## src/hdl/dbt_div_pipe.sv

```systemverilog
// restoring divider, one quotient bit per stage
module dbt_div_pipe #(
  parameter int VW = 21,
  parameter int QW = 40,
  parameter int TW = 8
) (
  input  logic          clk,
  input  logic          rst,
  input  logic          in_valid,
  input  logic [VW-1:0] in_rem,
  input  logic [QW-1:0] in_low,
  input  logic [VW-1:0] in_div,
  input  logic [TW-1:0] in_tag,
  output logic          out_valid,
  output logic [QW-1:0] out_quo,
  output logic [VW-1:0] out_rem,
  output logic [TW-1:0] out_tag
);

  logic          vld [0:QW];
  logic [VW-1:0] rem [0:QW];
  logic [QW-1:0] low [0:QW];
  logic [QW-1:0] quo [0:QW];
  logic [VW-1:0] dvs [0:QW];
  logic [TW-1:0] tag [0:QW];

  assign vld[0] = in_valid;
  assign rem[0] = in_rem;
  assign low[0] = in_low;
  assign quo[0] = '0;
  assign dvs[0] = in_div;
  assign tag[0] = in_tag;

  for (genvar s = 0; s < QW; s++) begin : g_stage
    logic [VW:0] trial;
    logic [VW:0] diff;
    logic        ge;

    assign trial = {rem[s], low[s][QW-1]};
    assign ge    = trial >= {1'b0, dvs[s]};
    assign diff  = trial - {1'b0, dvs[s]};

    always_ff @(posedge clk) begin
      if (rst) begin
        vld[s+1] <= 1'b0;
      end else begin
        vld[s+1] <= vld[s];
      end
      rem[s+1] <= ge ? diff[VW-1:0] : trial[VW-1:0];
      low[s+1] <= low[s] << 1;
      quo[s+1] <= {quo[s][QW-2:0], ge};
      dvs[s+1] <= dvs[s];
      tag[s+1] <= tag[s];
    end
  end

  assign out_valid = vld[QW];
  assign out_quo   = quo[QW];
  assign out_rem   = rem[QW];
  assign out_tag   = tag[QW];

endmodule

```

## config.mk

```make
export PLATFORM = sky130hd
export DESIGN_NAME = dbt_div_pipe
export DESIGN_NICKNAME = d
export VERILOG_FILES = /design/src/hdl/dbt_div_pipe.sv
export SDC_FILE = /design/constraint.sdc
export NUM_CORES = 2
export LEC_CHECK = 0
export BUFFER_PORTS_ARGS = -buffer_cell sky130_fd_sc_hd__buf_2
export CAP_MARGIN = 25
export CORE_UTILIZATION = 62
export CTS_CLUSTER_DIAMETER = 60
export DETAILED_ROUTE_END_ITERATION = 10
export PLACE_DENSITY = 0.84
export SLEW_MARGIN = 20
export SYNTH_ARGS = -nofsm -noshare
export SYNTH_HDL_FRONTEND = slang
export SYNTH_SLANG_ARGS = --single-unit
```

## constraint.sdc

```tcl
create_clock -name clk -period 4.9 [get_ports clk]
set_input_delay 0.98 -clock clk [delete_from_list [all_inputs] [get_ports clk]]
set_output_delay 0.98 -clock clk [all_outputs]
set_load 0.02 [all_outputs]
```

==> flow_summary.yaml <==
pwr:
  p_sw_mw: 37.0
  swShare_pct: 34.1
  p_seq_share_pct: 38.4
  internal_power_mw: 71.5
  pwr-share-clk_pct: 24.6
  power_density_mw_per_mm2: 778
  power_frac_comb_pct: 37.0
  p_leak_nw: 63.5
  ir_drop_mv: 0.496
clocking:
  cts_setup_buffers: 0
  cts.repair.resized: 0
  cts_buffer_depth: 4
  cts_buffers: 347
  root_buffer: "clkbuf_16"
  clock_latency_ns: 0.96
  cts_tree: "built"
  clkTransAtPathRegs_ns: 0.07
  cts.sinks: 3619
  cts_hold_buf: 0
  htreeDepth: 5
worst_setup_path:
  cp_max_fo: 22
  end_kind: "register"
  startpoint: "g_stage[35].trial[0]"
  worst-path-buf-inv: 3
  cp.required_ns: 5.69
  critPathSlowestCell: "a221o_1"
  cp_top_family: "compound AO/OA/AOI/OAI gates"
  critPathArrivalTime_ns: 4.61
  rr_worst_depth: 13
  path_depth: 13
  critPathKind: "register to register"
  r2r_start: "g_stage[35].trial[0]"
  startpoint_type: "register"
  cp_cell_sequence: "inv_1, ha_1, inv_1, fa_1, a21o_1, a21o_1, a211oi_1, o21ai_1, o211ai_1, o211ai_1, a221o_1, buf_4, mux2_2"
  slowest_delay_ns: 0.64
route:
  wirelength_um: 253000
  vias: 79405
  drc: 0
  firstDrtPassIters: 10
  ant_nets: 0
  wl_per_cell_um: 17.3
  drt_iter0_markers: 5448
  drt-vias-per-instance: 5.43
synth:
  synth_mux_area_share_pct: 3.44
  synth_top_family_by_area: "compound AO/OA/AOI/OAI gates"
  ys_ff_latch: 3619
  syn-num-nets: 12361
  syn_avg_cell_area_um2: 10.9
  synth-compound-area-share_pct: 12.6
  synth_warnings: 0
  yosysSeqAreaShare_pct: 58.2
  syn_area_mm2: 0.124
  synthSimpleGateAreaFrac_pct: 7.68
  synth_edf_count: 0
  netlist.area_leader.share_pct: 58.2
  yosys.area_share.xor_xnor_pct: 4.74
  yosys-top-cells-area: "dfxtp_1 (58%), ha_1 (8.4%), inv_1 (3.3%), mux2_2 (3.2%), a21oi_1 (3.1%)"
  synth_cell_types: 92
  synth_top_cell_by_area: "dfxtp_1"
  ys_async_sr_fraction_pct: 0
  synthCells: 11388
  synth_fa_ha_area_share_pct: 9.09
  synth_ff_type: "dfxtp_1"
timing:
  min_period_over_period_pct: 77.9
  max-slew-margin-rel_pct: 35.4
  maxSlewViolCount: 0
  rsz0062_at_grt: "false"
  setup_viol: 0
  fmax_mhz: 262
  worst_hold_slack_ns: 0.121
  skew_ns: 0.0708
  worst_pin_slew_ns: 0.968
  final-hold-violation-count: 0
  post-route-min-period_ns: 3.82
  finalSetupTns_ns: 0
min_path:
  hp-class: "input pin to register"
  hold_path.startpoint: "in_low[7]"
  hold_depth: 1
cells_and_area:
  drive_above_1_share_pct: 10.0
  final_common_cell: "dfxtp_1"
  layout.nets: 12683
  area_growth_pct: 12.1
  layout_common_cells: "dfxtp_1 (3619), inv_1 (1081), ha_1 (840)"
floorplan:
  core_area_mm2: 0.200
  fp.dieW_um: 450
  num_rows: 164
  die_area_mm2: 0.203
  start_util_pct: 62.3
  ioPinCount: 163
  die_y_um: 450
flow_run:
  drv_cap: 0
status:
  status: "finished clean"
global_route:
  grt_overflow: 0
  grt_pass1_wl_um: 407000
  grt_max_degree: 42
  globalRouteTotalUtil_pct: 24.5
  grt_pass1_vias: 80038
  antenna_found_initial: 6
place:
  gp_congestion: 0.942
  hpwl_um: 179000
  port_buffers: 162
[per-stage QoR]
| stage | setup WS (ns) | instance area [um2] | total power [mW] | std cells | utilization [%] |
|---|---|---|---|---|---|
| global route | 0.758 | 139000 | 115 | 14620 | 69.9 |
| detailed placement | 0.580 | 128000 | 81.1 | 14017 | 64.1 |
| finish | 1.08 | 139000 | 108 | 14620 | 69.9 |
| global placement | 0.535 | 128000 | 79.8 | 14015 | 64.1 |
| CTS | 1.07 | 139000 | 109 | 14617 | 69.9 |
| floorplan | 1.13 | 124000 | 71.7 | 11388 | - |
[cells in the mapped netlist, types with 40 or more instances]
cell type and number:
nor2_1 553, xor2_1 255, nand3_1 126, nand2b_1 68, o21bai_1 110, o211ai_1 41, inv_1 1081, fa_1 40
ha_1 840, dfxtp_1 3619, buf_2 54, a21o_1 385, xnor2_1 419, and3_1 78, a21oi_1 767, o21a_1 110
a211oi_1 55, o31ai_1 40, buf_4 56, nand2_1 628, nand4_1 105, o21ai_0 580, clkbuf_1 119, nor2b_1 137
nor3_1 144, a31oi_1 82, mux2_2 350
[layout make-up]
class                   instances  area [um2]
diodes                          3        7.51
repair buffers                210        1190
clock inverters               126        1580
fillers                     14058       60200
flip-flops and latches       3619       72400
clock buffers                 474        9950
well taps                    2656        3320
inverters                    1082        4060
multi-input cells            6450       46900
[final timing paths]
kind | slack, ns | to
min | 0.12 | low[1568]
min reg2reg | 0.26 | tag[240]
max reg2reg | 1.08 | g_stage[36].trial[2]
max | 1.08 | g_stage[36].trial[2]
[power by group through the flow]
stage | combinational (mW) | clock (mW) | sequential (mW)
CTS | 39.8 | 27.3 | 41.7
global route | 44.4 | 28.5 | 42.3
detailed placement | 39.0 | 0 | 42.1
global placement | 37.8 | 0 | 41.9
floorplan | 31.5 | 0 | 40.2
finish | 40.2 | 26.7 | 41.6
[flip-flops by register name (all words and copies together), names as in the netlist]
name,cells
g_stage.trial,858
dvs,819
quo,780
low,741
tag,312
out_quo,40
vld,39
out_rem,21
out_tag,8
out_valid,1
[routing by layer]
metal / share of wire, % / track usage, %
met1: 42 / 29.5
met4: 4.6 / 11.2
met3: 4.1 / 3.25
met5: 0.015 / 0
met2: 49 / 43.5
[worst reg2reg max path, delay by kind of cell, from the launching register on]
| family | cells | cell delay [ns] |
|---|---|---|
| DFF | 1 | 0.32 |
| adders and majority gates | 2 | 0.56 |
| muxes | 1 | 0.30 |
| buffers and inverters | 3 | 0.46 |
| AOI/OAI and AO/OA | 7 | 2.02 |
[cells by family after synthesis]
group | after synthesis
xor+xnor | 674
buf+inv | 1319
simple gates | 2027
flops | 3619
mux | 382
compound gates | 2487
fa+ha+maj | 880
No activity file was read; power rests on OpenSTA's default activity.
